File: config.mk
export PLATFORM = sky130hd
export DESIGN_NAME = gated_tilt_complementary_filter_flat
export DESIGN_NICKNAME = d
export VERILOG_FILES = /design/src/hdl/gtcf_pkg.sv /design/src/hdl/gtcf_ifs.sv /design/src/hdl/gated_tilt_complementary_filter.sv /design/src/hdl/gtcf_cordic.sv /design/src/flat_wrapper.sv
export SDC_FILE = /design/constraint.sdc
export NUM_CORES = 2
export LEC_CHECK = 0
export BUFFER_PORTS_ARGS = -buffer_cell sky130_fd_sc_hd__buf_2
export CAP_MARGIN = 20
export CORE_ASPECT_RATIO = 0.75
export CORE_MARGIN = 1.5
export CORE_UTILIZATION = 45
export CTS_BUF_LIST = sky130_fd_sc_hd__clkbuf_16
export CTS_CLUSTER_DIAMETER = 30
export CTS_CLUSTER_SIZE = 16
export DETAILED_ROUTE_END_ITERATION = 6
export PLACE_DENSITY_LB_ADDON = 0.3
export SLEW_MARGIN = 20
export SYNTH_ARGS = -nofsm -noshare
export SYNTH_HDL_FRONTEND = slang
export SYNTH_HIERARCHICAL = 1
export SYNTH_SLANG_ARGS = --single-unit
export TNS_END_PERCENT = 100
File: constraint.sdc
create_clock -name clk -period 18.65 [get_ports clk]
set_input_delay 1.865 -clock clk [delete_from_list [all_inputs] [get_ports clk]]
set_output_delay 1.865 -clock clk [all_outputs]
set_load 0.01 [all_outputs]
File: src/hdl/gtcf_pkg.sv
// gtcf_pkg: types, constants and small functions of the gated tilt filter
// used by gtcf_cordic, gated_tilt_complementary_filter and the testbench; depends on nothing
`default_nettype none

package gtcf_pkg;

    // operand widths
    localparam int AX_W  = 17;   // offset-corrected acceleration / rate
    localparam int EST_W = 16;   // angle estimates, 1/8192 rad
    localparam int ACC_W = 52;   // mac accumulator
    localparam int MA_W  = 30;   // mac operand a
    localparam int MB_W  = 22;   // mac operand b
    localparam int Q_W   = 20;   // quotient estimate of the divide by 1000
    localparam int SQ_W  = 22;   // pre-saturation width
    localparam int CX_W  = 36;   // cordic x/y
    localparam int CZ_W  = 21;   // cordic angle, 1/65536 rad

    // gate on squared magnitude, units (1/256 m/s^2)^2
    localparam logic signed [ACC_W-1:0] MAG_LOW  = ACC_W'(64 * 65536);
    localparam logic signed [ACC_W-1:0] MAG_HIGH = ACC_W'(121 * 65536);

    // blend weights in thousandths, bias carries the rounding half and an offset
    // of 1000*DIV_K that keeps the numerator positive for the divide
    localparam logic signed [MB_W-1:0]  W_ANG      = MB_W'(250);
    localparam logic signed [MB_W-1:0]  W_OLD      = MB_W'(750);
    localparam logic signed [MB_W-1:0]  NEG_1000   = -MB_W'(1000);
    localparam logic signed [MB_W-1:0]  RECIP_1000 = MB_W'(1073741); // floor(2^30/1000)
    localparam int                      RECIP_SH   = 30;
    localparam logic signed [SQ_W-1:0]  DIV_K      = SQ_W'(262144);
    localparam logic signed [ACC_W-1:0] BLEND_BIAS = ACC_W'(262144500);
    localparam logic signed [ACC_W-1:0] DIV_ONE    = ACC_W'(1000);

    localparam logic signed [CZ_W-1:0]  PI_FINE = CZ_W'(205887);

    // register map, index = paddr / 4
    localparam logic [2:0] REG_ACCEL_X_OFFSET = 3'd0;
    localparam logic [2:0] REG_ACCEL_Y_OFFSET = 3'd1;
    localparam logic [2:0] REG_ACCEL_Z_OFFSET = 3'd2;
    localparam logic [2:0] REG_RATE_Y_OFFSET  = 3'd3;
    localparam logic [2:0] REG_RATE_Z_OFFSET  = 3'd4;
    localparam logic [2:0] REG_TRIM_X         = 3'd5;
    localparam logic [2:0] REG_TRIM_Y         = 3'd6;

    typedef enum logic [1:0] {
        MODE_ARMED   = 2'd0,
        MODE_ACTIVE  = 2'd1,
        MODE_DRINK   = 2'd2,
        MODE_LOADING = 2'd3
    } mode_t;

    typedef enum logic [4:0] {
        ST_IDLE,
        ST_SEED_GO,
        ST_SEED_WAIT,
        ST_MAG0,
        ST_MAG1,
        ST_MAG2,
        ST_MAG3,
        ST_MAG4,
        ST_ANG_GO,
        ST_ANG_WAIT,
        ST_BL0,
        ST_BL1,
        ST_BL2,
        ST_DQ,
        ST_DR,
        ST_FIX,
        ST_OUT
    } state_t;

    typedef struct packed {
        logic busy;
        logic done;
    } cordic_status_t;

    // atan(2^-i) in 1/65536 rad
    function automatic logic [15:0] atan_fine(input logic [4:0] idx);
        logic [15:0] v;
        case (idx)
            5'd0:    v = 16'd51472;
            5'd1:    v = 16'd30386;
            5'd2:    v = 16'd16055;
            5'd3:    v = 16'd8150;
            5'd4:    v = 16'd4091;
            5'd5:    v = 16'd2047;
            5'd6:    v = 16'd1024;
            5'd7:    v = 16'd512;
            5'd8:    v = 16'd256;
            5'd9:    v = 16'd128;
            5'd10:   v = 16'd64;
            5'd11:   v = 16'd32;
            5'd12:   v = 16'd16;
            5'd13:   v = 16'd8;
            5'd14:   v = 16'd4;
            5'd15:   v = 16'd2;
            5'd16:   v = 16'd1;
            default: v = 16'd0;
        endcase
        return v;
    endfunction

    function automatic logic signed [15:0] sat16(input logic signed [SQ_W-1:0] v);
        logic signed [15:0] r;
        if (v > SQ_W'(32767)) begin
            r = 16'sh7fff;
        end
        else if (v < -SQ_W'(32768)) begin
            r = 16'sh8000;
        end
        else begin
            r = v[15:0];
        end
        return r;
    endfunction

endpackage

`default_nettype wire

File: src/hdl/gtcf_ifs.sv
// gtcf_sample_if and gtcf_command_if: valid/ready channels of the tilt filter
// no dependencies
`default_nettype none

interface gtcf_sample_if;
    logic               valid;
    logic               ready;
    logic signed [14:0] accel_x;
    logic signed [14:0] accel_y;
    logic signed [14:0] accel_z;
    logic signed [15:0] rate_y;
    logic signed [15:0] rate_z;
    logic               button_pressed;
    logic [9:0]         elapsed_ms;

    modport source (
        output valid, accel_x, accel_y, accel_z, rate_y, rate_z, button_pressed, elapsed_ms,
        input  ready
    );
    modport sink (
        input  valid, accel_x, accel_y, accel_z, rate_y, rate_z, button_pressed, elapsed_ms,
        output ready
    );
endinterface

interface gtcf_command_if;
    logic               valid;
    logic               ready;
    logic signed [15:0] x_angle_cmd;
    logic signed [15:0] y_angle_cmd;
    logic [1:0]         mode;

    modport source (
        output valid, x_angle_cmd, y_angle_cmd, mode,
        input  ready
    );
    modport sink (
        input  valid, x_angle_cmd, y_angle_cmd, mode,
        output ready
    );
endinterface

`default_nettype wire

File: src/hdl/gated_tilt_complementary_filter.sv
// Gated tilt complementary filter. Takes one IMU sample per beat, adds the calibration offsets,
// gates a cordic atan2 tilt per axis on the squared accel magnitude, blends it 1/4 : 3/4 with
// the gyro-propagated estimate and drives two saturated servo commands from a button-driven
// armed/active/drink mode machine. One sample is in work at a time and sample.ready is high
// only while the block is idle. An accepted sample runs through the magnitude states, then per
// axis the angle step (a cordic run only if the axis is gated on), blend, divide and fix, and
// waits in ST_OUT for a free output register; sample.ready rises again at the edge that raises
// command.valid. The cordic unit does one micro-rotation a cycle and runs once per gated axis,
// and a single shared multiply-accumulate unit does the magnitudes, the blend and the divide
// by 1000 in turn. The first sample after reset only seeds the estimates, with one cordic run
// per axis, and gives no command beat. A finished command waits in an output register, so the
// next sample can be taken while it is not yet consumed.
// depends on gtcf_pkg, gtcf_ifs (gtcf_sample_if, gtcf_command_if) and gtcf_cordic
`default_nettype none

module gated_tilt_complementary_filter
    import gtcf_pkg::*;
#(
    parameter int CORDIC_STEPS = 16
)(
    input  wire logic        clk,
    input  wire logic        rst_n,
    input  wire logic        psel,
    input  wire logic        penable,
    input  wire logic        pwrite,
    input  wire logic [4:0]  paddr,
    input  wire logic [31:0] pwdata,
    output logic      [31:0] prdata,
    output logic             pready,
    gtcf_sample_if.sink      sample,
    gtcf_command_if.source   command
);

    // configuration
    logic signed [12:0] accel_x_offset_reg;
    logic signed [12:0] accel_y_offset_reg;
    logic signed [12:0] accel_z_offset_reg;
    logic signed [13:0] rate_y_offset_reg;
    logic signed [13:0] rate_z_offset_reg;
    logic signed [14:0] trim_x_reg;
    logic signed [14:0] trim_y_reg;
    logic [2:0]         reg_idx;
    logic               cfg_write;

    // control
    state_t state_reg;
    state_t state_next;
    mode_t  mode_reg;
    logic   axis_reg;
    logic   out_valid_reg;

    // sample and working registers
    logic signed [AX_W-1:0]  ax_reg;
    logic signed [AX_W-1:0]  ay_reg;
    logic signed [AX_W-1:0]  az_reg;
    logic signed [AX_W-1:0]  gy_reg;
    logic signed [AX_W-1:0]  gz_reg;
    logic [11:0]             ms3_reg;
    logic                    btn_reg;
    logic                    gate_x_reg;
    logic                    gate_y_reg;
    logic signed [EST_W-1:0] est_x_reg;
    logic signed [EST_W-1:0] est_y_reg;
    logic signed [EST_W-1:0] ang_reg;
    logic [Q_W-1:0]          q0_reg;
    logic signed [ACC_W-1:0] acc_reg;
    logic signed [ACC_W-1:0] acc_next;
    logic signed [15:0]      out_x_reg;
    logic signed [15:0]      out_y_reg;
    logic [1:0]              out_mode_reg;

    // mac unit controls
    logic                    mac_en;
    logic                    mac_keep;
    logic signed [MA_W-1:0]  mac_a;
    logic signed [MB_W-1:0]  mac_b;
    logic signed [ACC_W-1:0] mac_add;
    logic signed [ACC_W-1:0] mac_prod;

    logic                    sample_accept;
    logic                    out_load;
    logic                    cordic_start;
    cordic_status_t          cordic_status;
    logic signed [AX_W-1:0]  cordic_y;
    logic signed [AX_W-1:0]  cordic_x;
    logic signed [EST_W-1:0] cordic_angle;

    logic                    axis_gate;
    logic signed [EST_W-1:0] est_sel;
    logic signed [AX_W-1:0]  g_sel;
    logic                    round_up;
    logic signed [SQ_W-1:0]  q_full;
    logic signed [EST_W-1:0] est_new;
    logic signed [SQ_W-1:0]  sum_x;
    logic signed [SQ_W-1:0]  sum_y_neg;
    logic signed [15:0]      cmd_x;
    logic signed [15:0]      cmd_y;
    mode_t                   mode_after;

    // ---------------- configuration port ----------------
    assign pready    = 1'b1;
    assign reg_idx   = paddr[4:2];
    assign cfg_write = psel && penable && pwrite && pready;

    always_ff @(posedge clk or negedge rst_n) begin
        if (!rst_n) begin
            accel_x_offset_reg <= '0;
            accel_y_offset_reg <= '0;
            accel_z_offset_reg <= '0;
            rate_y_offset_reg  <= '0;
            rate_z_offset_reg  <= '0;
            trim_x_reg         <= '0;
            trim_y_reg         <= '0;
        end
        else if (cfg_write) begin
            case (reg_idx)
                REG_ACCEL_X_OFFSET: accel_x_offset_reg <= pwdata[12:0];
                REG_ACCEL_Y_OFFSET: accel_y_offset_reg <= pwdata[12:0];
                REG_ACCEL_Z_OFFSET: accel_z_offset_reg <= pwdata[12:0];
                REG_RATE_Y_OFFSET:  rate_y_offset_reg  <= pwdata[13:0];
                REG_RATE_Z_OFFSET:  rate_z_offset_reg  <= pwdata[13:0];
                REG_TRIM_X:         trim_x_reg         <= pwdata[14:0];
                REG_TRIM_Y:         trim_y_reg         <= pwdata[14:0];
                default: ;
            endcase
        end
    end

    always_comb begin
        case (reg_idx)
            REG_ACCEL_X_OFFSET: prdata = 32'(accel_x_offset_reg);
            REG_ACCEL_Y_OFFSET: prdata = 32'(accel_y_offset_reg);
            REG_ACCEL_Z_OFFSET: prdata = 32'(accel_z_offset_reg);
            REG_RATE_Y_OFFSET:  prdata = 32'(rate_y_offset_reg);
            REG_RATE_Z_OFFSET:  prdata = 32'(rate_z_offset_reg);
            REG_TRIM_X:         prdata = 32'(trim_x_reg);
            REG_TRIM_Y:         prdata = 32'(trim_y_reg);
            default:            prdata = '0;
        endcase
    end

    // ---------------- shared units ----------------
    assign mac_prod = mac_a * mac_b;
    assign acc_next = (mac_keep ? acc_reg : '0) + mac_prod + mac_add;

    assign cordic_y = axis_reg ? az_reg : ay_reg;
    assign cordic_x = -ax_reg;

    gtcf_cordic #(
        .STEPS (CORDIC_STEPS)
    ) u_cordic (
        .clk    (clk),
        .rst_n  (rst_n),
        .start  (cordic_start),
        .y_in   (cordic_y),
        .x_in   (cordic_x),
        .status (cordic_status),
        .angle  (cordic_angle)
    );

    // ---------------- per-axis selection ----------------
    assign axis_gate = axis_reg ? gate_y_reg : gate_x_reg;
    assign est_sel   = axis_reg ? est_y_reg : est_x_reg;
    assign g_sel     = axis_reg ? gy_reg : gz_reg;

    // remainder in [0, 2000) after the reciprocal step, one correction
    assign round_up = acc_reg >= DIV_ONE;
    assign q_full   = $signed({2'b00, q0_reg}) + $signed({21'd0, round_up}) - DIV_K;
    assign est_new  = sat16(q_full);

    // ---------------- commands and mode ----------------
    assign sum_x     = SQ_W'(est_x_reg) + SQ_W'(trim_x_reg);
    assign sum_y_neg = -(SQ_W'(est_y_reg) + SQ_W'(trim_y_reg));

    always_comb begin
        case (mode_reg)
            MODE_ARMED: begin
                cmd_x      = 16'(trim_x_reg);
                cmd_y      = sat16(-SQ_W'(trim_y_reg));
                mode_after = btn_reg ? MODE_ACTIVE : MODE_ARMED;
            end
            MODE_ACTIVE: begin
                cmd_x      = sat16(sum_x);
                cmd_y      = sat16(sum_y_neg);
                mode_after = btn_reg ? MODE_DRINK : MODE_ACTIVE;
            end
            default: begin
                cmd_x      = 16'(trim_x_reg);
                cmd_y      = sat16(sum_y_neg);
                mode_after = btn_reg ? MODE_DRINK : MODE_ACTIVE;
            end
        endcase
    end

    // ---------------- sequencer: next state ----------------
    always_comb begin
        state_next = state_reg;
        case (state_reg)
            ST_IDLE: begin
                if (sample_accept) begin
                    state_next = (mode_reg == MODE_LOADING) ? ST_SEED_GO : ST_MAG0;
                end
            end
            ST_SEED_GO:   state_next = ST_SEED_WAIT;
            ST_SEED_WAIT: begin
                if (cordic_status.done) begin
                    state_next = axis_reg ? ST_IDLE : ST_SEED_GO;
                end
            end
            ST_MAG0:      state_next = ST_MAG1;
            ST_MAG1:      state_next = ST_MAG2;
            ST_MAG2:      state_next = ST_MAG3;
            ST_MAG3:      state_next = ST_MAG4;
            ST_MAG4:      state_next = ST_ANG_GO;
            ST_ANG_GO:    state_next = axis_gate ? ST_ANG_WAIT : ST_BL0;
            ST_ANG_WAIT: begin
                if (cordic_status.done) begin
                    state_next = ST_BL0;
                end
            end
            ST_BL0:       state_next = ST_BL1;
            ST_BL1:       state_next = ST_BL2;
            ST_BL2:       state_next = ST_DQ;
            ST_DQ:        state_next = ST_DR;
            ST_DR:        state_next = ST_FIX;
            ST_FIX:       state_next = axis_reg ? ST_OUT : ST_ANG_GO;
            ST_OUT: begin
                if (out_load) begin
                    state_next = ST_IDLE;
                end
            end
            default:      state_next = ST_IDLE;
        endcase
    end

    // ---------------- sequencer: outputs ----------------
    assign sample.ready  = (state_reg == ST_IDLE);
    assign sample_accept = sample.valid && sample.ready;
    assign out_load      = (state_reg == ST_OUT) && (!out_valid_reg || command.ready);

    always_comb begin
        mac_en       = 1'b0;
        mac_keep     = 1'b0;
        mac_a        = '0;
        mac_b        = '0;
        mac_add      = '0;
        cordic_start = 1'b0;
        case (state_reg)
            ST_SEED_GO: cordic_start = 1'b1;
            ST_MAG0: begin
                mac_en = 1'b1;
                mac_a  = MA_W'(ax_reg);
                mac_b  = MB_W'(ax_reg);
            end
            ST_MAG1: begin
                mac_en   = 1'b1;
                mac_keep = 1'b1;
                mac_a    = MA_W'(ay_reg);
                mac_b    = MB_W'(ay_reg);
            end
            ST_MAG2: begin
                mac_en = 1'b1;
                mac_a  = MA_W'(az_reg);
                mac_b  = MB_W'(az_reg);
            end
            ST_MAG3: begin
                mac_en   = 1'b1;
                mac_keep = 1'b1;
                mac_a    = MA_W'(ax_reg);
                mac_b    = MB_W'(ax_reg);
            end
            ST_ANG_GO: cordic_start = axis_gate;
            ST_BL0: begin
                mac_en  = 1'b1;
                mac_a   = MA_W'(ang_reg);
                mac_b   = W_ANG;
                mac_add = BLEND_BIAS;
            end
            ST_BL1: begin
                mac_en   = 1'b1;
                mac_keep = 1'b1;
                mac_a    = MA_W'(est_sel);
                mac_b    = W_OLD;
            end
            ST_BL2: begin
                // gyro step: -3 * g * ms
                mac_en   = 1'b1;
                mac_keep = 1'b1;
                mac_a    = MA_W'(g_sel);
                mac_b    = -$signed({10'd0, ms3_reg});
            end
            ST_DQ: begin
                // numerator is positive and below 2^29 here
                mac_a = acc_reg[MA_W-1:0];
                mac_b = RECIP_1000;
            end
            ST_DR: begin
                mac_en   = 1'b1;
                mac_keep = 1'b1;
                mac_a    = $signed({{(MA_W - Q_W){1'b0}}, q0_reg});
                mac_b    = NEG_1000;
            end
            default: ;
        endcase
    end

    // ---------------- control registers ----------------
    always_ff @(posedge clk or negedge rst_n) begin
        if (!rst_n) begin
            state_reg     <= ST_IDLE;
            mode_reg      <= MODE_LOADING;
            axis_reg      <= 1'b0;
            out_valid_reg <= 1'b0;
        end
        else begin
            state_reg <= state_next;
            if (sample_accept) begin
                axis_reg <= 1'b0;
            end
            else if ((state_reg == ST_SEED_WAIT && cordic_status.done) || state_reg == ST_FIX) begin
                axis_reg <= 1'b1;
            end
            if (state_reg == ST_SEED_WAIT && cordic_status.done && axis_reg) begin
                mode_reg <= MODE_ARMED;
            end
            else if (out_load) begin
                mode_reg <= mode_after;
            end
            if (out_load) begin
                out_valid_reg <= 1'b1;
            end
            else if (command.ready) begin
                out_valid_reg <= 1'b0;
            end
        end
    end

    // ---------------- datapath registers ----------------
    always_ff @(posedge clk) begin
        if (sample_accept) begin
            // seeding uses the raw accelerations
            if (mode_reg == MODE_LOADING) begin
                ax_reg <= AX_W'(sample.accel_x);
                ay_reg <= AX_W'(sample.accel_y);
                az_reg <= AX_W'(sample.accel_z);
            end
            else begin
                ax_reg <= AX_W'(sample.accel_x) + AX_W'(accel_x_offset_reg);
                ay_reg <= AX_W'(sample.accel_y) + AX_W'(accel_y_offset_reg);
                az_reg <= AX_W'(sample.accel_z) + AX_W'(accel_z_offset_reg);
            end
            gy_reg  <= AX_W'(sample.rate_y) + AX_W'(rate_y_offset_reg);
            gz_reg  <= AX_W'(sample.rate_z) + AX_W'(rate_z_offset_reg);
            ms3_reg <= {2'b00, sample.elapsed_ms} + {1'b0, sample.elapsed_ms, 1'b0};
            btn_reg <= sample.button_pressed;
        end

        if (mac_en) begin
            acc_reg <= acc_next;
        end
        if (state_reg == ST_DQ) begin
            q0_reg <= mac_prod[RECIP_SH +: Q_W];
        end

        if (state_reg == ST_MAG2) begin
            gate_x_reg <= (acc_reg > MAG_LOW) && (acc_reg < MAG_HIGH);
        end
        if (state_reg == ST_MAG4) begin
            gate_y_reg <= (acc_reg > MAG_LOW) && (acc_reg < MAG_HIGH);
        end

        if (state_reg == ST_ANG_GO && !axis_gate) begin
            ang_reg <= est_sel;
        end
        else if (state_reg == ST_ANG_WAIT && cordic_status.done) begin
            ang_reg <= cordic_angle;
        end

        if (state_reg == ST_SEED_WAIT && cordic_status.done) begin
            if (axis_reg) begin
                est_y_reg <= cordic_angle;
            end
            else begin
                est_x_reg <= cordic_angle;
            end
        end
        else if (state_reg == ST_FIX) begin
            if (axis_reg) begin
                est_y_reg <= est_new;
            end
            else begin
                est_x_reg <= est_new;
            end
        end

        if (out_load) begin
            out_x_reg    <= cmd_x;
            out_y_reg    <= cmd_y;
            out_mode_reg <= mode_after;
        end
    end

    assign command.valid       = out_valid_reg;
    assign command.x_angle_cmd = out_x_reg;
    assign command.y_angle_cmd = out_y_reg;
    assign command.mode        = out_mode_reg;

    // ---------------- assertions ----------------
    a_cordic_start_idle: assert property (
        @(posedge clk) disable iff (!rst_n)
        cordic_start |-> !cordic_status.busy
    ) else $error("cordic restarted while busy");

    a_div_remainder: assert property (
        @(posedge clk) disable iff (!rst_n)
        (state_reg == ST_FIX) |-> (acc_reg >= 0) && (acc_reg < 2 * DIV_ONE)
    ) else $error("divide remainder out of range");

    a_out_loaded: assert property (
        @(posedge clk) disable iff (!rst_n)
        out_load |=> command.valid && (state_reg == ST_IDLE)
    ) else $error("command beat not presented after result");

    a_no_loading_beat: assert property (
        @(posedge clk) disable iff (!rst_n)
        command.valid |-> (command.mode != MODE_LOADING) && (mode_reg != MODE_LOADING)
    ) else $error("command beat while still loading");

endmodule

`default_nettype wire

File: src/hdl/gtcf_cordic.sv
// gtcf_cordic: iterative cordic atan2 in vectoring mode, one micro-rotation a cycle
// depends on gtcf_pkg
`default_nettype none

module gtcf_cordic
    import gtcf_pkg::*;
#(
    parameter int STEPS = 16
)(
    input  wire logic               clk,
    input  wire logic               rst_n,
    input  wire logic               start,
    input  wire logic signed [AX_W-1:0] y_in,
    input  wire logic signed [AX_W-1:0] x_in,
    output cordic_status_t          status,
    output logic signed [EST_W-1:0] angle
);

    localparam int CNT_W = (STEPS > 1) ? $clog2(STEPS) : 1;
    localparam logic [CNT_W-1:0] LAST = CNT_W'(STEPS - 1);

    logic                   busy_reg;
    logic                   done_reg;
    logic [CNT_W-1:0]       cnt_reg;
    logic signed [CX_W-1:0] x_reg;
    logic signed [CX_W-1:0] y_reg;
    logic signed [CZ_W-1:0] z_reg;

    logic signed [CX_W-1:0] x_load;
    logic signed [CX_W-1:0] y_load;
    logic signed [CX_W-1:0] x_sh;
    logic signed [CX_W-1:0] y_sh;
    logic signed [CZ_W-1:0] z_step;
    logic signed [CZ_W-1:0] z_round;

    assign x_load  = CX_W'(x_in) <<< 16;
    assign y_load  = CX_W'(y_in) <<< 16;
    assign x_sh    = x_reg >>> cnt_reg;
    assign y_sh    = y_reg >>> cnt_reg;
    assign z_step  = CZ_W'(atan_fine(5'(cnt_reg)));
    assign z_round = z_reg + CZ_W'(4);
    assign angle   = EST_W'(z_round >>> 3);

    assign status.busy = busy_reg;
    assign status.done = done_reg;

    always_ff @(posedge clk or negedge rst_n) begin
        if (!rst_n) begin
            busy_reg <= 1'b0;
            done_reg <= 1'b0;
            cnt_reg  <= '0;
        end
        else begin
            done_reg <= 1'b0;
            if (start) begin
                busy_reg <= 1'b1;
                cnt_reg  <= '0;
            end
            else if (busy_reg) begin
                if (cnt_reg == LAST) begin
                    busy_reg <= 1'b0;
                    done_reg <= 1'b1;
                end
                else begin
                    cnt_reg <= cnt_reg + 1'b1;
                end
            end
        end
    end

    always_ff @(posedge clk) begin
        if (start) begin
            // left half plane: turn by pi first
            if (x_in < 0) begin
                x_reg <= -x_load;
                y_reg <= -y_load;
                z_reg <= (y_in >= 0) ? PI_FINE : -PI_FINE;
            end
            else begin
                x_reg <= x_load;
                y_reg <= y_load;
                z_reg <= '0;
            end
        end
        else if (busy_reg) begin
            if (y_reg >= 0) begin
                x_reg <= x_reg + y_sh;
                y_reg <= y_reg - x_sh;
                z_reg <= z_reg + z_step;
            end
            else begin
                x_reg <= x_reg - y_sh;
                y_reg <= y_reg + x_sh;
                z_reg <= z_reg - z_step;
            end
        end
    end

endmodule

`default_nettype wire

File: src/flat_wrapper.sv
// flat-port wrapper written by rule: the top's interface ports become plain ports
module gated_tilt_complementary_filter_flat import gtcf_pkg::*;
#(
    parameter int CORDIC_STEPS = 16
)
  (clk, rst_n, psel, penable, pwrite, paddr, pwdata, prdata, pready, sample_valid, sample_accel_x, sample_accel_y, sample_accel_z, sample_rate_y, sample_rate_z, sample_button_pressed, sample_elapsed_ms, sample_ready, command_valid, command_x_angle_cmd, command_y_angle_cmd, command_mode, command_ready);
  gtcf_sample_if sample_i ();
  gtcf_command_if command_i ();
  input  wire logic clk;
  input  wire logic rst_n;
  input  wire logic psel;
  input  wire logic penable;
  input  wire logic pwrite;
  input  wire logic [4:0] paddr;
  input  wire logic [31:0] pwdata;
  output logic      [31:0] prdata;
  output logic pready;
  input wire logic [$bits(sample_i.valid)-1:0] sample_valid;
  input wire logic [$bits(sample_i.accel_x)-1:0] sample_accel_x;
  input wire logic [$bits(sample_i.accel_y)-1:0] sample_accel_y;
  input wire logic [$bits(sample_i.accel_z)-1:0] sample_accel_z;
  input wire logic [$bits(sample_i.rate_y)-1:0] sample_rate_y;
  input wire logic [$bits(sample_i.rate_z)-1:0] sample_rate_z;
  input wire logic [$bits(sample_i.button_pressed)-1:0] sample_button_pressed;
  input wire logic [$bits(sample_i.elapsed_ms)-1:0] sample_elapsed_ms;
  output wire logic [$bits(sample_i.ready)-1:0] sample_ready;
  output wire logic [$bits(command_i.valid)-1:0] command_valid;
  output wire logic [$bits(command_i.x_angle_cmd)-1:0] command_x_angle_cmd;
  output wire logic [$bits(command_i.y_angle_cmd)-1:0] command_y_angle_cmd;
  output wire logic [$bits(command_i.mode)-1:0] command_mode;
  input wire logic [$bits(command_i.ready)-1:0] command_ready;
  assign sample_i.valid = sample_valid;
  assign sample_i.accel_x = sample_accel_x;
  assign sample_i.accel_y = sample_accel_y;
  assign sample_i.accel_z = sample_accel_z;
  assign sample_i.rate_y = sample_rate_y;
  assign sample_i.rate_z = sample_rate_z;
  assign sample_i.button_pressed = sample_button_pressed;
  assign sample_i.elapsed_ms = sample_elapsed_ms;
  assign sample_ready = sample_i.ready;
  assign command_valid = command_i.valid;
  assign command_x_angle_cmd = command_i.x_angle_cmd;
  assign command_y_angle_cmd = command_i.y_angle_cmd;
  assign command_mode = command_i.mode;
  assign command_i.ready = command_ready;
  gated_tilt_complementary_filter #(.CORDIC_STEPS(CORDIC_STEPS)) u_core (.clk(clk), .rst_n(rst_n), .psel(psel), .penable(penable), .pwrite(pwrite), .paddr(paddr), .pwdata(pwdata), .prdata(prdata), .pready(pready), .sample(sample_i), .command(command_i));
endmodule
Word-level counts from Yosys, hierarchy flattened
Memory sizes are Yosys's and may differ from the RTL's. Cells that the tools add are included.

Register bits: 459. Bits in latches: 0. Memory bits (writable): 0. Memory bits (read-only): 256. Input bits: 132. Output and inout bits: 69. Logic and storage cells: 220. Memories kept: 1.

Add/subtract/negate cells: 26. Multipliers: 1. Div/mod/pow operators: 0. Order comparisons: 14. Equal/unequal tests: 30. Shift operators: 2. Mux-type cells: 75. Bitwise operators: 1. Reduce and logical (&&, ||, !) cells: 36.

Memory list: (no name shown) (words 16, width 16, read ports 1, clocked after memory_dff 0, write ports 0, line gtcf_pkg.sv:79) `case (idx)`.

Operators with widths (number): two-way mux 16 bit (21); two-way mux 36 bit (8); case mux 30 bit (8 select lines) (1); case mux 32 bit (7 select lines) (1); case mux 22 bit (8 select lines) (1); two-way mux 21 bit (5); greater-than comparator 22 x 16 -> 1 bit (second input constant) (4); < comparator 22 x 16 -> 1 bit (second input constant) (4); two-way mux 17 bit (5); case mux 5 bit (17 select lines) (1); adder 36 bit (2); negation 33 -> 36 bit (2); >>> shifter 36 x 4 -> 36 bit (2); subtractor 36 bit (2); adder 52 x 28 -> 52 bit (1); adder 52 bit (1); greater-or-equal comparator 52 x 11 -> 1 bit (second input constant) (1); greater-than comparator 52 x 24 -> 1 bit (second input constant) (1); < comparator 52 x 24 -> 1 bit (second input constant) (1); multiplier 30 x 22 -> 52 bit (1); two-way mux 52 bit (1); adder 15 x 13 -> 16 bit (3); == test 5 x 4 -> 1 bit (second input constant) (8); greater-or-equal comparator 36 x 1 -> 1 bit (second input constant) (1); 46 further kinds (107).

Depth between registers and ports, before layout
Word-level depth: 9. Mapped depth: 49. Mapped depth without buffers: 45.

Hierarchy
The synthesis kept the hierarchy.

By module, submodules not included: gated_tilt_complementary_filter (times used 1, cells an instance 5237, area each 49079.6 µm², sequential area each 10192.3 µm²); gtcf_cordic (times used 1, cells an instance 1741, area each 14836.7 µm², sequential area each 2882.8 µm²).

Least setup slack after synthesis
OpenSTA, ideal clock, no wires.

Kind: flip-flop to flip-flop. From: register u_core.state_reg[0]. To: register u_core.acc_reg[50], data pin. Setup time: 269 ps. Data arrival time: 11129 ps. Required time: 18381 ps. Slack: 7252 ps. Cell stages (with the launch flop): 47. Buffers on the path: 6. Clock period less this slack: 11398 ps. Cell sequence: dfrtp_1 > buf_2 > nand2b_1 > or3_1 > clkbuf_1 > nor2_1 > a211oi_1 > o21ai_2 > buf_4 > a21o_1 > buf_2 > buf_2 > nand2_1 > fa_1 > inv_1 > fa_1 > inv_1 > fa_1 > [... 11 more ...] > nand2_1 > o21ai_0 > nor2_1 > o21a_1 > o31ai_1 > nand2b_1 > xor2_1 > ha_1 > ha_1 > clkbuf_1 > nand3_1 > nor3_1 > nand2_1 > o221a_2 > a211oi_2 > a21oi_1 > o31ai_1 > xor2_1.

Cells in the longest elaborated chain, start to end: 6. Elaborated cells on any way between the ends: 19. Those cells by class: 2 x add/sub; 1 x mul; 9 x eq/ne; 5 x mux; 2 x reduce/logical.

RTL lines: from (decl) (line gated_tilt_complementary_filter.sv:46) `state_t state_reg;`; from (signal assigned) (line gated_tilt_complementary_filter.sv:316) `state_reg <= state_next;`; == test 5 x 2 -> 1 bit / == test 5 x 3 -> 1 bit (equally long branches) (line gated_tilt_complementary_filter.sv:248) `case (state_reg)`; OR reduction 2 bit (no source line); case mux 30 bit (8 select lines) / case mux 22 bit (8 select lines) (equally long branches) (line gated_tilt_complementary_filter.sv:248); multiplier 30 x 22 -> 52 bit * (line gated_tilt_complementary_filter.sv:143) `assign mac_prod = mac_a * mac_b;`; via u_core.mac_prod[34] (line gated_tilt_complementary_filter.sv:78) `logic signed [ACC_W-1:0] mac_prod;`; adder 52 bit * (line gated_tilt_complementary_filter.sv:144) `assign acc_next = (mac_keep ? acc_reg : '0) + mac_prod + mac_add;`; adder 52 x 28 -> 52 bit * (line gated_tilt_complementary_filter.sv:144); via u_core.acc_next[50] (line gated_tilt_complementary_filter.sv:67) `logic signed [ACC_W-1:0] acc_next;`; to (signal assigned) (line gated_tilt_complementary_filter.sv:359) `acc_reg <= acc_next;`; to (decl) (line gated_tilt_complementary_filter.sv:66) `logic signed [ACC_W-1:0] acc_reg;`.

The timed path passes the listed nets; every way through them passes the cells marked *. A chain may end at the register's enable or synchronous reset.

Worst setup path after layout
From: register u_core.state_reg[4]. To: register u_core.acc_reg[51], data pin.

Cells in the longest elaborated chain, start to end: 6. Elaborated cells on any way between the ends: 19. Those cells by class: 2 x add/sub; 1 x mul; 9 x eq/ne; 5 x mux; 2 x reduce/logical.

RTL lines (line): == test 5 x 2 -> 1 bit, or another cell as far along (gated_tilt_complementary_filter.sv:248); OR reduction 2 bit (no source line) / OR reduction 5 bit (equally long branches); case mux 30 bit (8 select lines), or another cell as far along (gated_tilt_complementary_filter.sv:248); multiplier 30 x 22 -> 52 bit / two-way mux 52 bit (equally long branches) (gated_tilt_complementary_filter.sv:143, gated_tilt_complementary_filter.sv:144); adder 52 bit (gated_tilt_complementary_filter.sv:144); adder 52 x 28 -> 52 bit * (gated_tilt_complementary_filter.sv:144); via u_core.acc_next[51] (gated_tilt_complementary_filter.sv:67).

Marks and branches as above.

==> results_tabular.tex <==
\begin{tabular}{lr}
\hline
Metric & Value \\
\hline
\multicolumn{2}{l}{\textbf{Worst setup path}} \\
\quad Most common cell type on the critical path & fa\_1 \\
\quad Top cell family by delay on the critical path & adder cells \\
\quad Start point of the critical path & u\_core/state\_reg[4]\$\_DFFE\_PN0P\_ \\
\quad Critical Path RT & 19090 ps \\
\quad Crit path buf inv count & 7 \\
\quad Startpoint class of the critical path & flop \\
\quad Delay of the slowest cell on the worst path & 820 ps \\
\quad Library cell contributing the largest single delay on the critical path & a2111o\_1 \\
\quad Setup Crit Path Kind & flop to flop \\
\quad Reg-to-Reg Start & u\_core/state\_reg[4]\$\_DFFE\_PN0P\_ \\
\quad Worst Setup End Kind & flop \\
\quad Max Fanout on Critical Path & 18 \\
\quad Data arrival time of the worst path & between 10000 and 15000 ps \\
\multicolumn{2}{l}{\textbf{Floorplanning}} \\
\quad Number of placement rows & around 120 \\
\quad Area enclosed by the die boundary & about 140000 sq um \\
\quad Number of top-level pins & $\sim$200 \\
\quad Die span in y & 329.4 microns \\
\quad DIE WIDTH & 438.2 microns \\
\quad Initial Utilization & 45.42\% \\
\quad Area inside the core boundary & approximately 140000 sq um \\
\multicolumn{2}{l}{\textbf{GRT}} \\
\quad Met1 Track Usage GR & between 40\% and 50\% \\
\quad Combined global-route utilization of all metal layers & approximately 28\% \\
\quad Largest net degree at the start of global routing & 75 \\
\quad GR peak layer & met1 \\
\quad First-pass GRT wire length & 311500 microns \\
\quad Antenna violations before repair & 11 \\
\quad Total congestion overflow & 0 \\
\quad Met3 Usage GRT & between 6 and 7\% \\
\quad Met2 GRT Util & about two fifths \\
\quad Via count of the first global-routing pass & between 50000 and 60000 \\
\multicolumn{2}{l}{\textbf{STA}} \\
\quad Slew of the pin with the lowest slew margin & between 1000 and 1500 ps \\
\quad Worst hold slack after final layout & between 500 and 600 ps \\
\quad Final slew viol count & 0 \\
\quad Count of endpoints failing setup in the final report & 0 \\
\quad Worst slew margin relative to its limit & between 20 and 25\% \\
\quad Count of final hold-check violations & 0 \\
\quad Unrepaired setup endpoints after global routing & false \\
\quad Final sum of negative setup slack & 0 ps \\
\quad Skew final & approximately 50 ps \\
\quad Period utilization & roughly 75\% \\
\quad Minimum period implied by the final worst setup slack & 13970 ps \\
\quad Maximum clock rate & approximately 0.072 GHz \\
\quad Worst setup slack after layout & approximately 4700 ps \\
\multicolumn{2}{l}{\textbf{Hold path}} \\
\quad Hold wc startpoint & u\_core/rate\_z\_offset\_reg[0]\$\_DFFE\_PN0P\_ \\
\quad Class of the worst hold path & flop to flop \\
\multicolumn{2}{l}{\textbf{Synthesis}} \\
\quad Gate Count Post-Synth & roughly 7000 \\
\quad Mapped Avg Cell Area & 9.160 sq um \\
\quad Net Count, Synth & 8279 \\
\quad Number of warning messages in the yosys log & 6 \\
\quad Netlist Area Pre-Place & 63910 sq um \\
\multicolumn{2}{l}{\textbf{Route}} \\
\quad Remaining antenna violation count after routing & 0 \\
\quad Wire length reported by the detailed router & approximately 200000 microns \\
\quad Initial DRC count & 5988 \\
\quad Pre-Repair DR Iteration Count & 7 \\
\quad Total number of vias & roughly 53000 \\
\quad Average wire per cell in the routed design & about 23 microns \\
\quad Ratio of routed vias to standard cells & roughly 5.9 \\
\quad DRC violation count after routing & 4 \\
\multicolumn{2}{l}{\textbf{Cells and area}} \\
\quad Area growth from synthesis to layout & 8.871\% \\
\quad Proportion of layout cells with a drive suffix above 1 & between 10\% and 20\% \\
\quad Area of all placed cells without fillers & 69580 sq um \\
\quad Flip-flop count of the largest register after layout & between 50 and 60 \\
\quad Count of nets after finishing & roughly 8300 \\
\multicolumn{2}{l}{\textbf{Clock network}} \\
\quad Number of buffers inserted by post-CTS setup repair & 0 \\
\quad Clock root buffer master & clkbuf\_16 \\
\quad CTS Hold Bufs & 0 \\
\quad Total number of H-tree levels & 3 \\
\quad Clock sink count & 454 \\
\quad CTS clk-pin slew, worst paths & 60 ps \\
\quad Total CTS buffers & 86 \\
\quad Clock network latency to the later pin of the worst-skew pair & around 700 ps \\
\quad Clock Path Buffers & 3 \\
\quad Cts repair resizes & 0 \\
\quad Clock tree from TritonCTS & yes \\
\multicolumn{2}{l}{\textbf{Status}} \\
\quad Result of the run & complete, but fails checks \\
\quad Violations in the final reports & design-rule violations \\
\multicolumn{2}{l}{\textbf{Place}} \\
\quad PortBufs & 180 \\
\quad Post-DP HPWL & $\sim$160000 microns \\
\quad Cell area after placement & around 67000 sq um \\
\quad GPL Wtd Cong & 0.9620 \\
\quad Worst slack at placement & 5048 ps \\
\multicolumn{2}{l}{\textbf{Job}} \\
\quad Maxcap violations & 0 \\
\hline
\end{tabular}
[worst paths after layout]
check	end	slack (ps)	cells after the start
max in group asynchronous	u_core/u_cordic/cnt_reg[1]$_DFFE_PN0P_	15940	2
hold reg to reg	u_core/rate_z_offset_reg[0]$_DFFE_PN0P_	540	1
min in group asynchronous	u_core/rate_z_offset_reg[10]$_DFFE_PN0P_	1260	1
hold / removal	u_core/rate_z_offset_reg[0]$_DFFE_PN0P_	540	1
setup reg to reg	u_core/acc_reg[51]$_DFFE_PP_	4680	43
setup / recovery	u_core/acc_reg[51]$_DFFE_PP_	4680	43
[layer usage]
layer,vias to the layer above,wire [microns]
li1,23770,-
met1,25950,92020
met2,2694,81150
met3,359,22560
met4,2,6418
met5,-,12
[layout make-up]
type                       instances  area [sq um]
clock buffer                      88          2202
fill                           13130         71130
sequential                       454         13090
clock inverter                    73         673.1
antenna                            4         10.01
tap                             1875          2346
inverter                         946          3551
multi-input combinational       5269         46160
timing repair buffer             265          1549
[per-stage QoR]
stage / util [%] / instances
final: 49.45 / 8974
after global routing: 49.44 / 8971
after CTS: 49.43 / 8969
after detailed placement: 47.38 / 8808
after global placement: 47.38 / 8808
after floorplan: - / 6977
[layout by cell type, fill, tap and decap left out, types with 24 or more instances in the layout]
master and count:
a211oi_1 32, a21o_1 132, a21oi_1 348, a22oi_1 27
a31oi_1 47, and2_1 102, and3_1 33, buf_2 179
buf_4 84, clkbuf_16 88, dfrtp_1 105, edfxtp_1 342
fa_1 685, ha_1 485, inv_1 948, mux2_2 137
mux2i_1 125, mux4_2 76, nand2_1 783, nand2b_1 70
nand3_1 101, nand4_1 39, nor2_1 560, nor2b_1 54
nor3_1 94, nor4_1 26, o211ai_1 25, o21a_1 48
o21ai_0 275, o21ai_1 24, o21bai_1 40, o22ai_1 43
o31ai_1 48, or3_1 35, xnor2_1 281, xor2_1 148
Power is not shown: default switching activity piles up to over one toggle a cycle in this logic, so the estimate is an artifact.
